### src/rtl/lr_pkg.sv
`timescale 1ns / 1ps

package lr_pkg;

    localparam logic OP_LOAD = 1'b0;
    localparam logic OP_STEP = 1'b1;

    typedef struct packed {
        logic x_is_major;
        logic minor_down;
    } line_flags_t;

endpackage

### src/rtl/lr_setup.sv
`timescale 1ns / 1ps

module lr_setup import lr_pkg::*; #(
    parameter int COORD_BITS = 10
) (
    input  logic [COORD_BITS-1:0]        start_x,
    input  logic [COORD_BITS-1:0]        start_y,
    input  logic [COORD_BITS-1:0]        end_x,
    input  logic [COORD_BITS-1:0]        end_y,
    output logic [COORD_BITS-1:0]        cur_x,
    output logic [COORD_BITS-1:0]        cur_y,
    output logic [COORD_BITS-1:0]        major_end,
    output logic signed [COORD_BITS+2:0] decision,
    output logic [COORD_BITS+1:0]        incr_straight,
    output logic signed [COORD_BITS+2:0] incr_diagonal,
    output line_flags_t                  flags,
    output logic                         active
);

    logic                         swap;
    logic [COORD_BITS-1:0]        ax;
    logic [COORD_BITS-1:0]        ay;
    logic [COORD_BITS-1:0]        bx;
    logic [COORD_BITS-1:0]        by;
    logic [COORD_BITS-1:0]        dx;
    logic [COORD_BITS-1:0]        dy;
    logic                         y_up;
    logic                         x_major;
    logic [COORD_BITS-1:0]        span_major;
    logic [COORD_BITS-1:0]        span_minor;
    logic signed [COORD_BITS+1:0] span_diff;

    // order endpoints so x does not decrease
    assign swap = end_x < start_x;
    assign ax   = swap ? end_x   : start_x;
    assign ay   = swap ? end_y   : start_y;
    assign bx   = swap ? start_x : end_x;
    assign by   = swap ? start_y : end_y;

    assign dx      = bx - ax;
    assign y_up    = by >= ay;
    assign dy      = y_up ? (by - ay) : (ay - by);
    assign x_major = dx > dy;

    assign span_major = x_major ? dx : dy;
    assign span_minor = x_major ? dy : dx;

    always_comb
    begin
        flags.x_is_major = x_major;
        if (x_major)
        begin
            cur_x            = ax;
            cur_y            = ay;
            major_end        = bx;
            flags.minor_down = !y_up;
        end
        else if (y_up)
        begin
            cur_x            = ax;
            cur_y            = ay;
            major_end        = by;
            flags.minor_down = 1'b0;
        end
        else
        begin
            // y-major falling line: start from the lower point, x walks back
            cur_x            = bx;
            cur_y            = by;
            major_end        = ay;
            flags.minor_down = (dx != '0);
        end
    end

    assign decision      = $signed({2'b00, span_minor, 1'b0}) - $signed({3'b000, span_major});
    assign incr_straight = {1'b0, span_minor, 1'b0};
    assign span_diff     = $signed({2'b00, span_minor}) - $signed({2'b00, span_major});
    assign incr_diagonal = {span_diff, 1'b0};
    assign active        = (span_major != '0);

endmodule

### src/rtl/lr_step.sv
`timescale 1ns / 1ps

module lr_step import lr_pkg::*; #(
    parameter int COORD_BITS = 10
) (
    input  logic [COORD_BITS-1:0]        cur_x,
    input  logic [COORD_BITS-1:0]        cur_y,
    input  logic signed [COORD_BITS+2:0] decision,
    input  logic [COORD_BITS+1:0]        incr_straight,
    input  logic signed [COORD_BITS+2:0] incr_diagonal,
    input  logic [COORD_BITS-1:0]        major_end,
    input  line_flags_t                  flags,
    output logic [COORD_BITS-1:0]        next_x,
    output logic [COORD_BITS-1:0]        next_y,
    output logic signed [COORD_BITS+2:0] next_decision,
    output logic                         done
);

    logic                  diag;
    logic [COORD_BITS-1:0] minor_cur;
    logic [COORD_BITS-1:0] minor_next;
    logic [COORD_BITS-1:0] major_next;

    assign diag = !decision[COORD_BITS+2] && (decision != '0);

    assign next_decision = diag ? (decision + incr_diagonal)
                                : (decision + $signed({1'b0, incr_straight}));

    assign minor_cur  = flags.x_is_major ? cur_y : cur_x;
    assign major_next = (flags.x_is_major ? cur_x : cur_y) + COORD_BITS'(1);

    always_comb
    begin
        if (!diag)
            minor_next = minor_cur;
        else if (flags.minor_down)
            minor_next = minor_cur - COORD_BITS'(1);
        else
            minor_next = minor_cur + COORD_BITS'(1);
    end

    assign next_x = flags.x_is_major ? major_next : minor_next;
    assign next_y = flags.x_is_major ? minor_next : major_next;
    assign done   = (major_next == major_end);

endmodule

### src/rtl/line_rasterizer.sv
`timescale 1ns / 1ps

// Bresenham line rasterizer, one request in, one pixel result out.
// Input register, then result register, from request acceptance to result valid.
// One request per cycle unless stalled; the line state updates in the same cycle
// a request leaves the input register, so steps follow back to back.
// Reset clears the line state (no active line) and empties both registers.
module line_rasterizer import lr_pkg::*; #(
    parameter int COORD_BITS = 10
) (
    input  logic                  clk,
    input  logic                  rst_n,
    input  logic                  in_valid,
    output logic                  in_ready,
    input  logic                  opcode,
    input  logic [COORD_BITS-1:0] start_x,
    input  logic [COORD_BITS-1:0] start_y,
    input  logic [COORD_BITS-1:0] end_x,
    input  logic [COORD_BITS-1:0] end_y,
    output logic                  out_valid,
    input  logic                  out_ready,
    output logic [COORD_BITS-1:0] pixel_x,
    output logic [COORD_BITS-1:0] pixel_y,
    output logic                  valid_res,
    output logic                  last
);

    // input register
    logic                  in_full_reg;
    logic                  in_full_next;
    logic                  op_reg;
    logic [COORD_BITS-1:0] sx_reg;
    logic [COORD_BITS-1:0] sy_reg;
    logic [COORD_BITS-1:0] ex_reg;
    logic [COORD_BITS-1:0] ey_reg;

    // line state
    logic                        active_reg;
    logic                        active_next;
    logic [COORD_BITS-1:0]       cur_x_reg;
    logic [COORD_BITS-1:0]       cur_x_next;
    logic [COORD_BITS-1:0]       cur_y_reg;
    logic [COORD_BITS-1:0]       cur_y_next;
    logic signed [COORD_BITS+2:0] decision_reg;
    logic signed [COORD_BITS+2:0] decision_next;
    logic [COORD_BITS+1:0]       incr_straight_reg;
    logic [COORD_BITS+1:0]       incr_straight_next;
    logic signed [COORD_BITS+2:0] incr_diagonal_reg;
    logic signed [COORD_BITS+2:0] incr_diagonal_next;
    logic [COORD_BITS-1:0]       major_end_reg;
    logic [COORD_BITS-1:0]       major_end_next;
    line_flags_t                 flags_reg;
    line_flags_t                 flags_next;

    // result register
    logic                  out_valid_reg;
    logic                  out_valid_next;
    logic [COORD_BITS-1:0] pixel_x_reg;
    logic [COORD_BITS-1:0] pixel_x_next;
    logic [COORD_BITS-1:0] pixel_y_reg;
    logic [COORD_BITS-1:0] pixel_y_next;
    logic                  valid_res_reg;
    logic                  valid_res_next;
    logic                  last_reg;
    logic                  last_next;

    logic in_accept;
    logic advance;

    // setup and step results
    logic [COORD_BITS-1:0]        ld_x;
    logic [COORD_BITS-1:0]        ld_y;
    logic [COORD_BITS-1:0]        ld_major_end;
    logic signed [COORD_BITS+2:0] ld_decision;
    logic [COORD_BITS+1:0]        ld_incr_straight;
    logic signed [COORD_BITS+2:0] ld_incr_diagonal;
    line_flags_t                  ld_flags;
    logic                         ld_active;
    logic [COORD_BITS-1:0]        st_x;
    logic [COORD_BITS-1:0]        st_y;
    logic signed [COORD_BITS+2:0] st_decision;
    logic                         st_done;

    assign advance   = in_full_reg && (!out_valid_reg || out_ready);
    assign in_ready  = !in_full_reg || advance;
    assign in_accept = in_valid && in_ready;

    lr_setup #(
        .COORD_BITS(COORD_BITS)
    ) u_setup (
        .start_x       (sx_reg),
        .start_y       (sy_reg),
        .end_x         (ex_reg),
        .end_y         (ey_reg),
        .cur_x         (ld_x),
        .cur_y         (ld_y),
        .major_end     (ld_major_end),
        .decision      (ld_decision),
        .incr_straight (ld_incr_straight),
        .incr_diagonal (ld_incr_diagonal),
        .flags         (ld_flags),
        .active        (ld_active)
    );

    lr_step #(
        .COORD_BITS(COORD_BITS)
    ) u_step (
        .cur_x         (cur_x_reg),
        .cur_y         (cur_y_reg),
        .decision      (decision_reg),
        .incr_straight (incr_straight_reg),
        .incr_diagonal (incr_diagonal_reg),
        .major_end     (major_end_reg),
        .flags         (flags_reg),
        .next_x        (st_x),
        .next_y        (st_y),
        .next_decision (st_decision),
        .done          (st_done)
    );

    always_comb
    begin
        in_full_next = in_accept ? 1'b1 : (advance ? 1'b0 : in_full_reg);

        active_next        = active_reg;
        cur_x_next         = cur_x_reg;
        cur_y_next         = cur_y_reg;
        decision_next      = decision_reg;
        incr_straight_next = incr_straight_reg;
        incr_diagonal_next = incr_diagonal_reg;
        major_end_next     = major_end_reg;
        flags_next         = flags_reg;

        out_valid_next = out_ready ? 1'b0 : out_valid_reg;
        pixel_x_next   = pixel_x_reg;
        pixel_y_next   = pixel_y_reg;
        valid_res_next = valid_res_reg;
        last_next      = last_reg;

        if (advance)
        begin
            out_valid_next = 1'b1;
            if (op_reg == OP_LOAD)
            begin
                active_next        = ld_active;
                cur_x_next         = ld_x;
                cur_y_next         = ld_y;
                decision_next      = ld_decision;
                incr_straight_next = ld_incr_straight;
                incr_diagonal_next = ld_incr_diagonal;
                major_end_next     = ld_major_end;
                flags_next         = ld_flags;
                pixel_x_next       = ld_x;
                pixel_y_next       = ld_y;
                valid_res_next     = 1'b1;
                last_next          = !ld_active;
            end
            else if (active_reg)
            begin
                active_next    = !st_done;
                cur_x_next     = st_x;
                cur_y_next     = st_y;
                decision_next  = st_decision;
                pixel_x_next   = st_x;
                pixel_y_next   = st_y;
                valid_res_next = 1'b1;
                last_next      = st_done;
            end
            else
            begin
                // step with no line: empty result, state untouched
                pixel_x_next   = '0;
                pixel_y_next   = '0;
                valid_res_next = 1'b0;
                last_next      = 1'b0;
            end
        end
    end

    always_ff @(posedge clk or negedge rst_n)
    begin
        if (!rst_n)
        begin
            in_full_reg       <= 1'b0;
            out_valid_reg     <= 1'b0;
            active_reg        <= 1'b0;
            cur_x_reg         <= '0;
            cur_y_reg         <= '0;
            decision_reg      <= '0;
            incr_straight_reg <= '0;
            incr_diagonal_reg <= '0;
            major_end_reg     <= '0;
            flags_reg         <= '0;
        end
        else
        begin
            in_full_reg       <= in_full_next;
            out_valid_reg     <= out_valid_next;
            active_reg        <= active_next;
            cur_x_reg         <= cur_x_next;
            cur_y_reg         <= cur_y_next;
            decision_reg      <= decision_next;
            incr_straight_reg <= incr_straight_next;
            incr_diagonal_reg <= incr_diagonal_next;
            major_end_reg     <= major_end_next;
            flags_reg         <= flags_next;
        end
    end

    always_ff @(posedge clk)
    begin
        if (in_accept)
        begin
            op_reg <= opcode;
            sx_reg <= start_x;
            sy_reg <= start_y;
            ex_reg <= end_x;
            ey_reg <= end_y;
        end
        pixel_x_reg   <= pixel_x_next;
        pixel_y_reg   <= pixel_y_next;
        valid_res_reg <= valid_res_next;
        last_reg      <= last_next;
    end

    assign out_valid = out_valid_reg;
    assign pixel_x   = pixel_x_reg;
    assign pixel_y   = pixel_y_reg;
    assign valid_res = valid_res_reg;
    assign last      = last_reg;

    // an active line never sits on its end coordinate
    a_active_not_at_end: assert property (@(posedge clk) disable iff (!rst_n)
        active_reg |-> ((flags_reg.x_is_major ? cur_x_reg : cur_y_reg) != major_end_reg))
        else $error("active line already at its end coordinate");

    // last flag marks exactly the request that closed the line
    a_last_closes_line: assert property (@(posedge clk) disable iff (!rst_n)
        advance |=> (out_valid_reg && (last_reg == (valid_res_reg && !active_reg))))
        else $error("last flag does not match line completion");

    // a step with no line leaves the line state alone
    a_idle_step_keeps_state: assert property (@(posedge clk) disable iff (!rst_n)
        (advance && op_reg == OP_STEP && !active_reg)
            |=> ($stable(cur_x_reg) && $stable(cur_y_reg) && $stable(decision_reg)
                 && !active_reg))
        else $error("idle step changed line state");

    // an empty result carries no pixel
    a_empty_result_zero: assert property (@(posedge clk) disable iff (!rst_n)
        (out_valid_reg && !valid_res_reg) |-> (!last_reg && pixel_x_reg == '0
                                               && pixel_y_reg == '0))
        else $error("empty result carries pixel data");

endmodule
### config.mk
export PLATFORM = sky130hd
export DESIGN_NAME = line_rasterizer
export DESIGN_NICKNAME = d
export VERILOG_FILES = /design/src/rtl/lr_pkg.sv /design/src/rtl/lr_setup.sv /design/src/rtl/lr_step.sv /design/src/rtl/line_rasterizer.sv
export SDC_FILE = /design/constraint.sdc
export NUM_CORES = 1
export LEC_CHECK = 0
export BUFFER_PORTS_ARGS = -buffer_cell sky130_fd_sc_hd__buf_2
export CAP_MARGIN = 20
export CELL_PAD_IN_SITES_DETAIL_PLACEMENT = 1
export CELL_PAD_IN_SITES_GLOBAL_PLACEMENT = 2
export CORE_MARGIN = 10
export CORE_UTILIZATION = 38
export CTS_BUF_LIST = sky130_fd_sc_hd__clkbuf_16
export DETAILED_ROUTE_END_ITERATION = 10
export GPL_ROUTABILITY_DRIVEN = 0
export HOLD_SLACK_MARGIN = 0.1
export PLACE_DENSITY = 0.86
export SYNTH_ARGS = -nofsm -noshare
export SYNTH_HDL_FRONTEND = slang
export SYNTH_SLANG_ARGS = --single-unit
### constraint.sdc
create_clock -name clk -period 11.98 [get_ports clk]
set_input_delay 1.797 -clock clk [delete_from_list [all_inputs] [get_ports clk]]
set_output_delay 1.797 -clock clk [all_outputs]
set_load 0.1 [all_outputs]
=== Word-level counts from Yosys, hierarchy flattened ===
Cells that the tools add are included.

* Register bits after elaboration: 133
* Input port bits: 45
* Output and inout bits: 24
* Logic and storage cells: 95

* $add $sub $neg: 10
* Magnitude comparators: 3
* Equal/unequal tests: 2
* Mux-type cells: 41
* Bitwise operators: 1
* Reductions and logical operators: 18

{| class="wikitable"
|+ Operators with widths
! cell !! number
|-
| 10-bit two-way mux || 27
|-
| 13-bit two-way mux || 3
|-
| 10-bit subtractor || 3
|-
| 10-bit by 1-bit adder with 10-bit output (second input constant) || 2
|-
| 10-bit nonzero test || 2
|-
| 13-bit by 12-bit adder with 13-bit output || 1
|-
| 13-bit adder || 1
|-
| 13-bit nonzero test || 1
|-
| 11-bit by 10-bit subtractor with 12-bit output || 1
|-
| 1-bit two-way mux || 11
|-
| 10-bit by 10-bit subtractor with 11-bit output || 1
|-
| 10-bit == test || 1
|-
| 10-bit greater-or-equal comparator || 1
|-
| 10-bit > comparator || 1
|-
| 10-bit < comparator || 1
|-
| 10-bit by 1-bit subtractor with 10-bit output (second input constant) || 1
|-
| 1-bit logical NOT || 6
|-
| 2-bit AND reduction || 2
|-
| 2-bit nonzero test || 2
|-
| 1-bit logical AND || 3
|-
| 1-bit logical OR || 2
|-
| 2-bit by 1-bit != test with 1-bit output (second input constant) || 1
|-
| 1-bit inverter || 1
|}

=== Longest topological paths before layout ===
Gate-level depths: netlist of run 1.

* Depth in word-level cells: 9
* Depth in mapped cells: 45
* Depth with buffers taken out: 36

=== Modules after synthesis ===
A second synthesis of run 1 with hierarchy kept.

* Cells, all modules: 1327
* Area, all modules: 11723.7 um2

{| class="wikitable"
|+ By module, submodules not included
! module !! instances !! cells an instance !! area an instance (um2) !! seq. area each (um2)
|-
| line_rasterizer || 1 || 352 || 5288.8 || 3718.6
|-
| lr_setup || 1 || 660 || 4292.9 || 0.0
|-
| lr_step || 1 || 315 || 2142.1 || 0.0
|}

=== Worst setup path after synthesis of run 1 ===
Ideal clock, no wire load.

* Kind: reg2reg
* Start: register ex_reg[6]
* End: register decision_reg[9]
* Library setup time: 0.072 ns
* Data arrival time: 8.820 ns
* Required time: 11.908 ns
* Slack: 3.088 ns
* Cell stages (with the launch flop): 43
* Path buffers: 12
* Clock period less this slack: 8.892 ns
* Cell sequence: edfxtp_1 > ha_1 > buf_6 > and4_4 > nand2_1 > a31o_1 > buf_2 > nand2_1 > clkbuf_1 > clkbuf_1 > clkbuf_1 > a21oi_1 > ha_1 > a41o_1 > o21ai_0 > and4bb_4 > buf_8 > xnor2_1 > [7 not listed] > a221oi_1 > o31ai_1 > clkbuf_1 > clkbuf_1 > clkbuf_1 > clkbuf_1 > clkbuf_1 > a21o_1 > ha_1 > nand2_1 > o21ai_0 > inv_1 > maj3_2 > o22ai_1 > a21oi_2 > o311a_1 > mux2_4 > nor2_1

* Word-level cells in the longest chain between the ends: 8
* Elaborated cells on any way between the ends: 15
* Those cells by class: add/sub (4); order compare (3); mux (8)

{| class="wikitable"
|+ Ends and longest elaborated chain
! item !! line !! RTL
|-
| start, declared || line_rasterizer.sv:34 || <nowiki>logic [COORD_BITS-1:0] ex_reg;</nowiki>
|-
| start signal, assigned || line_rasterizer.sv:217 || <nowiki>ex_reg <= end_x;</nowiki>
|-
| 10-bit < comparator || lr_setup.sv:34 || <nowiki>assign swap = end_x < start_x;</nowiki>
|-
| 10-bit two-way mux (on tied branches) || lr_setup.sv:36, lr_setup.sv:38 ||
|-
| 10-bit subtractor / 10-bit greater-or-equal comparator (equally long branches) || lr_setup.sv:42, lr_setup.sv:41 ||
|-
| 10-bit two-way mux || lr_setup.sv:42 || <nowiki>assign dy = y_up ? (by - ay) : (ay - by);</nowiki>
|-
| 10-bit > comparator || lr_setup.sv:43 || <nowiki>assign x_major = dx > dy;</nowiki>
|-
| 10-bit two-way mux (on tied branches) || lr_setup.sv:46, lr_setup.sv:45 ||
|-
| 11-bit by 10-bit subtractor with 12-bit output * || lr_setup.sv:75 || <nowiki>assign decision = $signed({2'b00, span_minor, 1'b0}) - $signed({3'b000, span_major});</nowiki>
|-
| 13-bit two-way mux * || line_rasterizer.sv:143 || <nowiki>if (op_reg == OP_LOAD)</nowiki>
|-
| end signal, assigned || line_rasterizer.sv:202 || <nowiki>decision_reg <= decision_next;</nowiki>
|-
| end, declared || line_rasterizer.sv:44 || <nowiki>logic signed [COORD_BITS+2:0] decision_reg;</nowiki>
|}

Mark *: on every way between the ends. The rest lies on a longest branch, timed or not.
A chain may end at the register's enable or synchronous reset.

=== Worst setup path after layout of run 1 ===
* Start: register sx_reg[1]
* End: register decision_reg[9]

* Word-level cells in the longest chain between the ends: 8
* Elaborated cells on any way between the ends: 15
* Those cells by class: add/sub (4); order compare (3); mux (8)

{| class="wikitable"
|+ Ends and longest elaborated chain
! item !! line !! RTL
|-
| start, declared || line_rasterizer.sv:32 || <nowiki>logic [COORD_BITS-1:0] sx_reg;</nowiki>
|-
| start signal, assigned || line_rasterizer.sv:215 || <nowiki>sx_reg <= start_x;</nowiki>
|-
| 10-bit < comparator || lr_setup.sv:34 ||
|-
| 10-bit two-way mux (on tied branches) || lr_setup.sv:36, lr_setup.sv:38 ||
|-
| 10-bit subtractor / 10-bit greater-or-equal comparator (equally long branches) || lr_setup.sv:42, lr_setup.sv:41 ||
|-
| 10-bit two-way mux || lr_setup.sv:42 ||
|-
| 10-bit > comparator || lr_setup.sv:43 ||
|-
| 10-bit two-way mux * || lr_setup.sv:46 || <nowiki>assign span_minor = x_major ? dy : dx;</nowiki>
|-
| named net ld_incr_straight[1] || line_rasterizer.sv:75 || <nowiki>logic [COORD_BITS+1:0] ld_incr_straight;</nowiki>
|-
| 11-bit by 10-bit subtractor with 12-bit output * || lr_setup.sv:75 ||
|-
| 13-bit two-way mux * || line_rasterizer.sv:143 ||
|}

The timed path passes the listed nets; every way through them passes the cells marked *.

==> results.toml, run 1 <==
[yosys]
synth.area.mux_share_pct = 5.813
post-synth-top-area-cell = "edfxtp_1"
synth.distinct_cells = 90
syn_nets = 1345
yosys.area_share.simple_pct = 18.67
netlist.area_leader.share_pct = 17.90
yosysWarnings = 0
ys.flop_type = "dfrtp_1"
synth_top_family_by_area = "compound AO/OA/AOI/OAI gates"
synth_most_common_cell = "nand2_1"
synth_edf_count = 63
synthTopCellsByArea = "edfxtp_1 (18%), dfrtp_1 (16%), nand2_1 (6.3%), o21ai_0 (5.9%), ha_1 (5.8%)"
synth.avg_cell_area_sq_um = 8.469
ys_seq_elements = 132
async_flop_share_pct = 52.27
synth-xor-area-share_pct = 6.594
synth_compound_area_share_pct = 22.88
synth.cell_area_sq_um = 10570
synth_common_cells = "nand2_1 (178), o21ai_0 (125), nor2_1 (111)"
seq_area_frac_synth_pct = 34.24
synth_cells = 1248
synthAdderAreaFrac_pct = 7.245

[cells_and_area]
area_delta_synth_final_pct = 11.91
num-nets-final = 1388
regArea_sq_um = 3620
finish.utilization_pct = 43.52
layout-drive-gt1-share_pct = 13.88
multi_input_area_sq_um = 6497
fillers = 3294
n_antenna_cell = 0
largest_register_ffs = 13

[clocking]
clockBufferDepth = 2
cts_buffers = 17
post_cts_buffers = 0
htreeDepth = 4
hold_buffers = 0
cts_resized = 0
path_clk_slew_ps = 60
cts_tree = "done"
cts-root-buf = "clkbuf_16"
clk_latency_ps = 430
clock-sinks = 132

[critical_path]
worstPathRequired_ps = 12340
cp_common_cell = "ha_1"
criticalPathCategory = "reg2reg"
max_stage_delay_ps = 510
arrival_ps = 9000
slowest_stage = "o21ai_0"
critPathCaptureType = "flip-flop"
cp-start-kind = "flip-flop"
cp_max_fo = 20

[grt]
grt_pass1_wl_um = 54590
grt_pass1_vias = 9580
grt_start_max_net_pins = 70
antenna_found_initial = 0
grtUsageTotal_pct = 19.39
grt_overflow = 0

[place]
place_hpwl_um = 25620
numPortBuffers = 68

[pwr]
ir_drop_mv = 0.1391
leakage_nw = 4.925
p_per_area_nw_per_um2 = 324.3

[sta]
timing.final.crit_share_pct = 72.18
max_slew_margin_pct = 35.06
worstMarginPinSlew_ps = 974.1
max_freq_mhz = 115.6
maxSlewViolCount = 0
fin_setup_tns_ps = 0
finalSetupViolations = 0
rsz0062_at_grt = "false"
final_hold_viol_count = 0
fin_worst_skew_ps = 10.81
min_period_ps = 8647

[floorplanning]
io_pins = 69
num_rows = 60
die-area_sq_um = 34880
die_h_um = 186.8
die_w_um = 186.8
coreArea_sq_um = 27180
start_util_pct = 38.89

[status]
status = "finished, final reports clean"

[job]
max_cap_viol_count = 0

[route]
routedWlPerCell_um = 20.22
drt_pre_antenna_iters = 4
drt_iter0_drc = 608
drt-vias-per-instance = 5.576
wirelength_um = 33890
vias = 9346
drcViolationCount = 0
ant_nets = 0

[hold_path]
min_path_type = "reg2reg"
[layer usage]
metal | GRT usage, % | wire (um)
met1 | 26.97 | 16380
met5 | 0 | 0
met4 | 6.297 | 778
met2 | 28.95 | 14920
met3 | 4.488 | 1814
[final timing paths]
kind                                       from                    to  slack (ps)  depth (start not counted)
max                                   sx_reg[1]       decision_reg[9]        3330                         34
min                        incr_diagonal_reg[6]  incr_diagonal_reg[6]         460                          2
max reg2reg                           sx_reg[1]       decision_reg[9]        3330                         34
min reg2reg                incr_diagonal_reg[6]  incr_diagonal_reg[6]         460                          2
max in group asynchronous                 rst_n          flags_reg[1]        9680                          2
min in group asynchronous                 rst_n       decision_reg[2]        1600                          2
[cells by family after synthesis]
family / Yosys count
adders and majority gates: 61
and+or+nand+nor: 430
muxes: 57
AOI/OAI and AO/OA: 372
xor gates and xnor gates: 77
buffers and inverters: 119
DFF: 132
[through the flow]
stage          instance area [sq um]  hold slack [ps]  setup WS, ps  cells  power, mW
2_1_floorplan                  10570            433.1          3088   1248      2.679
3_3_place_gp                   11270            447.8          3609   1643      3.280
3_5_place_dp                   11270            456.0          3385   1643      3.329
4_1_cts                        11810            468.9          3331   1675      3.848
5_1_grt                        11830            512.4          2425   1676      4.182
6_report                       11830            463.3          3333   1676      3.836
[critical path: cells and delay by family (launching register included)]
| family | cells | cell delay [ps] |
|---|---|---|
| AO/OA/AOI/OAI | 13 | 3800 |
| XOR/XNOR | 2 | 320 |
| adder cells (fa/ha/maj) | 5 | 1540 |
| buffers and inverters | 4 | 580 |
| flip-flops | 1 | 410 |
| multiplexers | 1 | 300 |
| AND/OR/NAND/NOR | 9 | 1620 |
[placed cells by master, fill, tap and decap left out, types with 47 or more instances in the layout]
cell      count
nor2_1      111
edfxtp_1     63
dfrtp_1      68
nand2_1     178
ha_1         49
o21ai_0     125
inv_1        56
buf_2        68
a21oi_1      89
xnor2_1      47
[area by class of cell]
cell class                      instances  share of cell area, %
Multi-Input combinational cell        997                  54.93
Clock buffer                           17                  3.597
Clock inverter                         15                 0.9309
Sequential cell                       132                  30.60
Tap cell                              372                  3.935
Timing Repair Buffer                   88                  4.253
Inverter                               55                  1.745
[where the power goes]
group          internal (mW)  switching (mW)  total, mW
Sequential             0.631           0.121      0.752
Clock                  0.266           0.228      0.494
Combinational          0.956            1.63       2.59
Total                   1.85            1.98       3.84
Note: power is estimated with default switching activity, not from simulation.
==> inputs of run 2 (changes only) <==
==> constraint.sdc (replaced) <==
create_clock -name clk -period 8.4 [get_ports clk]
set_input_delay 1.26 -clock clk [delete_from_list [all_inputs] [get_ports clk]]
set_output_delay 1.26 -clock clk [all_outputs]
set_load 0.1 [all_outputs]
==> results.toml, run 2 (synthesis results as in run 1) <==
[critical_path]
cp_max_fo = 12
critPathCaptureType = "flip-flop"
cp-start-kind = "flip-flop"
arrival_ps = 8300
r2r_slack_ps = 460
cp_common_cell = "ha_1"
max_stage_delay_ps = 480
worstPathRequired_ps = 8760
slowest_stage = "ha_1"
criticalPathCategory = "reg2reg"

[pwr]
pwr-share-clk_pct = 13.9
netSwitchingPower_mw = 2.881
p_per_area_nw_per_um2 = 470.3
leakage_nw = 5.043
combPwrFrac_pct = 67.0
switching_share_pct = 50.89
p_seq_share_pct = 19.1
ir_drop_mv = 0.1942
total_power_mw = 5.663
intPower_mw = 2.781

[floorplanning]
io_pins = 69
start_util_pct = 38.89
coreArea_sq_um = 27180
die-area_sq_um = 34880
die_w_um = 186.8
num_rows = 60
die_h_um = 186.8

[clocking]
clock-sinks = 132
path_clk_slew_ps = 70
cts_buffers = 17
htreeDepth = 4
cts-root-buf = "clkbuf_16"
hold_buffers = 0
clockBufferDepth = 2
cts_tree = "done"
clk_latency_ps = 440

[route]
drt_iter0_drc = 593
vias = 9546
drt-vias-per-instance = 5.639
wirelength_um = 34570
drcViolationCount = 0
routedWlPerCell_um = 20.42
ant_nets = 0
drt_pre_antenna_iters = 5

[sta]
rsz0062_at_grt = "false"
fin_worst_skew_ps = 15.73
max_freq_mhz = 125.9
max_slew_margin_pct = 29.77
fin_ws_ps = 459.0
timing.final.crit_share_pct = 94.54
holdWs_ps = 465.5
maxSlewViolCount = 0
worstMarginPinSlew_ps = 1053
min_period_ps = 7941
final_hold_viol_count = 0
fin_setup_tns_ps = 0
finalSetupViolations = 0

[grt]
grt_overflow = 0
grt_pass1_vias = 9830
antenna_found_initial = 0
grtUsageTotal_pct = 19.58
grt_pass1_wl_um = 55390
grt_start_max_net_pins = 70

[cells_and_area]
n_antenna_cell = 0
area_delta_synth_final_pct = 13.93
layout-drive-gt1-share_pct = 15.52
final_cell_mix = "nand2_1 (177), o21ai_0 (122), nor2_1 (111), a21oi_1 (87)"
finish.utilization_pct = 44.31
final_common_cell = "nand2_1"
num-nets-final = 1405
largest_register_ffs = 13

[status]
status = "finished, final reports clean"

[job]
max_cap_viol_count = 0

[place]
numPortBuffers = 68
place_hpwl_um = 26150
pre_cts_ws_ps = 125.8

[hold_path]
min_path_type = "reg2reg"
==> run 2: final timing paths <==
path                       cells past startpoint              endpoint                 start
setup / recovery                              31       decision_reg[9]             ex_reg[6]
hold / removal                                 2  incr_diagonal_reg[6]  incr_diagonal_reg[6]
setup reg to reg                              31       decision_reg[9]             ex_reg[6]
hold reg to reg                                2  incr_diagonal_reg[6]  incr_diagonal_reg[6]
max in group asynchronous                      2          flags_reg[1]                 rst_n
min in group asynchronous                      2       decision_reg[2]                 rst_n
==> run 2: power by group through the flow <==
| stage | combinational, mW | clock (mW) | sequential (mW) |
|---|---|---|---|
| 2_1_floorplan | 2.58 | 0 | 1.25 |
| 3_3_place_gp | 3.61 | 0 | 1.08 |
| 3_5_place_dp | 3.69 | 0 | 1.09 |
| 4_1_cts | 3.72 | 0.800 | 1.08 |
| 5_1_grt | 4.21 | 0.831 | 1.11 |
| 6_report | 3.80 | 0.786 | 1.08 |
==> run 2: timing repair <==
| item | 4_1_cts | 5_1_grt |
|---|---|---|
| hold endpoints to repair | 0 | 0 |
| resized for setup | 0 | 8 |
| endpoints found under the setup margin | 0 | 9 |
| setup buffers | 0 | 8 |
==> run 2: layout make-up <==
cell class	instances	area (sq um)
inverters	55	206.4
clock buffers	17	425.4
multi-input cells	997	6524
well taps	372	465.4
clock inverters	15	170.2
repair buffers	105	630.6
flip-flops and latches	132	3620
fillers	3237	15130
==> run 2: per-layer routing <==
layer  track usage (%)  share of wire (%)  up-vias
met1             27.41                 49     4702
met3             2.942                3.6       47
met2             30.57                 45      188
li1                  -                  -     4609
met5                 0                  0        -
met4             5.552                2.2        0
==> run 2: through the flow <==
stage	cells	instance area, sq um
2_1_floorplan	1248	10580
3_3_place_gp	1653	11350
3_5_place_dp	1653	11350
4_1_cts	1685	11940
5_1_grt	1693	12040
6_report	1693	12040
==> run 2: worst max-delay path, delay by kind of cell (launching register included) <==
kind | cells | cell delay, ps
AOI/OAI and AO/OA | 14 | 3670
adders and majority gates | 5 | 1740
and+or+nand+nor | 6 | 880
buffers and inverters | 4 | 580
DFF | 1 | 470
muxes | 1 | 300
xor gates and xnor gates | 1 | 230
==> inputs of run 3 (changes only) <==
--- a/config.mk
+++ b/config.mk
@@ -10,12 +10,12 @@
 export CELL_PAD_IN_SITES_DETAIL_PLACEMENT = 1
 export CELL_PAD_IN_SITES_GLOBAL_PLACEMENT = 2
 export CORE_MARGIN = 10
-export CORE_UTILIZATION = 38
+export CORE_UTILIZATION = 30
 export CTS_BUF_LIST = sky130_fd_sc_hd__clkbuf_16
 export DETAILED_ROUTE_END_ITERATION = 10
 export GPL_ROUTABILITY_DRIVEN = 0
 export HOLD_SLACK_MARGIN = 0.1
-export PLACE_DENSITY = 0.86
+export PLACE_DENSITY = 0.71
 export SYNTH_ARGS = -nofsm -noshare
 export SYNTH_HDL_FRONTEND = slang
 export SYNTH_SLANG_ARGS = --single-unit
==> constraint.sdc (replaced) <==
create_clock -name clk -period 8.4 [get_ports clk]
set_input_delay 2.52 -clock clk [delete_from_list [all_inputs] [get_ports clk]]
set_output_delay 2.52 -clock clk [all_outputs]
set_load 0.1 [all_outputs]
==> results.toml, run 3 (synthesis results as in run 1) <==
[route]
drt-vias-per-instance = 5.357
ant_nets = 0
vias = 9482
routedWlPerCell_um = 20.07
wirelength_um = 35530
drcViolationCount = 0
drt_iter0_drc = 558
drt_pre_antenna_iters = 5

[pwr]
combPwrFrac_pct = 67.4
intPower_mw = 2.779
p_per_area_nw_per_um2 = 465.4
switching_share_pct = 50.69
netSwitchingPower_mw = 2.857
leakage_nw = 5.025
p_seq_share_pct = 19.0
pwr-share-clk_pct = 13.6
ir_drop_mv = 0.1965

[status]
status = "finished, final reports clean"

[sta]
finalSetupViolations = 0
final_hold_viol_count = 0
min_period_ps = 7858
worstMarginPinSlew_ps = 1043
fin_worst_skew_ps = 13.28
fin_setup_tns_ps = 0
timing.final.crit_share_pct = 93.55
fin_ws_ps = 542.0
maxSlewViolCount = 0
max_freq_mhz = 127.3
max_slew_margin_pct = 30.48
holdWs_ps = 466.4

[floorplanning]
die-area_sq_um = 43140
num_rows = 68
die_h_um = 207.7
start_util_pct = 30.52
coreArea_sq_um = 34630
die_w_um = 207.7
io_pins = 69

[hold_path]
min_path_type = "reg2reg"
hold_start = "incr_diagonal_reg[6]"

[clocking]
clockBufferDepth = 2
htreeDepth = 4
path_clk_slew_ps = 60
hold_buffers = 0
cts-root-buf = "clkbuf_16"
clk_latency_ps = 450
clock-sinks = 132
cts_tree = "done"
cts_buffers = 17

[critical_path]
worstPathRequired_ps = 8780
arrival_ps = 8240
cp_max_fo = 12
rr_startpoint = "ex_reg[6]"
criticalPathCategory = "reg2reg"
max_stage_delay_ps = 460
critPathCaptureType = "flip-flop"
cp_common_cell = "ha_1"
cp-start-kind = "flip-flop"
slowest_stage = "edfxtp_1"
crit_path_start = "ex_reg[6]"

[cells_and_area]
finalNonFillerCells = 1770
n_antenna_cell = 0
num-nets-final = 1399
final_common_cell = "nand2_1"
final_cell_mix = "nand2_1 (177), o21ai_0 (124), nor2_1 (110), a21oi_1 (88), dfrtp_1 (68)"
largest_register_ffs = 13
fin_area_sq_um = 12110
area_delta_synth_final_pct = 14.57
layout-drive-gt1-share_pct = 14.90

[grt]
grt_pass1_wl_um = 56360
grt_overflow = 0
grtUsageTotal_pct = 16.31
grt_pass1_vias = 9626
antenna_found_initial = 1
grt_start_max_net_pins = 69

[place]
numPortBuffers = 68
place_hpwl_um = 27290
place_inst = 1735
place_area_sq_um = 11460
pre_cts_ws_ps = 251.5

[job]
max_cap_viol_count = 0
[run 3: changes by cell type in the layout (fill, tap and decap cells not counted), moves of 2 or more]
| cell | change |
|---|---|
| buf_4 | -6 |
| inv_6 | -3 |
| inv_8 | -3 |
| o21ai_0 | +2 |
| inv_1 | +3 |
| o21ai_1 | -3 |
[run 3: worst max-delay path: cells and delay by family (launching register included)]
family	cells	cell delay, ps
flops	1	460
buf+inv	1	70
xor+xnor	1	170
simple gates	11	1890
fa+ha+maj	5	1810
mux	2	610
compound gates	12	2780
[run 3: per-layer routing]
| layer | global-route usage (%) | share of wire, % | vias up |
|---|---|---|---|
| met5 | 0 | 0 | - |
| met4 | 4.309 | 1.4 | 0 |
| met3 | 2.753 | 3.5 | 34 |
| met2 | 25.36 | 45 | 163 |
| met1 | 22.78 | 50 | 4695 |
| li1 | - | - | 4590 |
[run 3: worst paths after layout]
check | slack [ps] | to | depth (start not counted)
max | 540 | decision_reg[9] | 32
min | 470 | incr_diagonal_reg[6] | 2
max reg2reg | 540 | decision_reg[9] | 32
min reg2reg | 470 | incr_diagonal_reg[6] | 2
max in group asynchronous | 5390 | flags_reg[1] | 2
min in group asynchronous | 1960 | incr_straight_reg[6] | 1
[run 3: layout make-up]
cell class	count	area [sq um]
multi-input combinational	998	6548
sequential	132	3620
clock inverter	14	135.1
clock buffer	18	450.4
fill	4067	22520
inverter	55	206.4
timing repair buffer	98	580.6
tap	455	569.3
[run 3: metrics by stage]
stage | total power, mW | utilization [%]
after global routing | 6.151 | 34.97
after CTS | 5.610 | 34.79
after floorplan | 3.826 | -
final | 5.636 | 34.97
after detailed placement | 4.806 | 33.10
after global placement | 4.749 | 33.10
[run 3: power by group through the flow]
stage                     registers (mW)  clock network (mW)  logic (mW)
final                               1.07               0.767        3.80
after global routing                1.10               0.812        4.24
after CTS                           1.07               0.784        3.75
after detailed placement            1.08                   0        3.72
after global placement              1.08                   0        3.67
after floorplan                     1.25                   0        2.58
[run 3: repair_timing]
action                                  4_1_cts  5_1_grt
setup buffers                                 0        2
endpoints found under the setup margin        0        9
gates resized for setup                       0        6
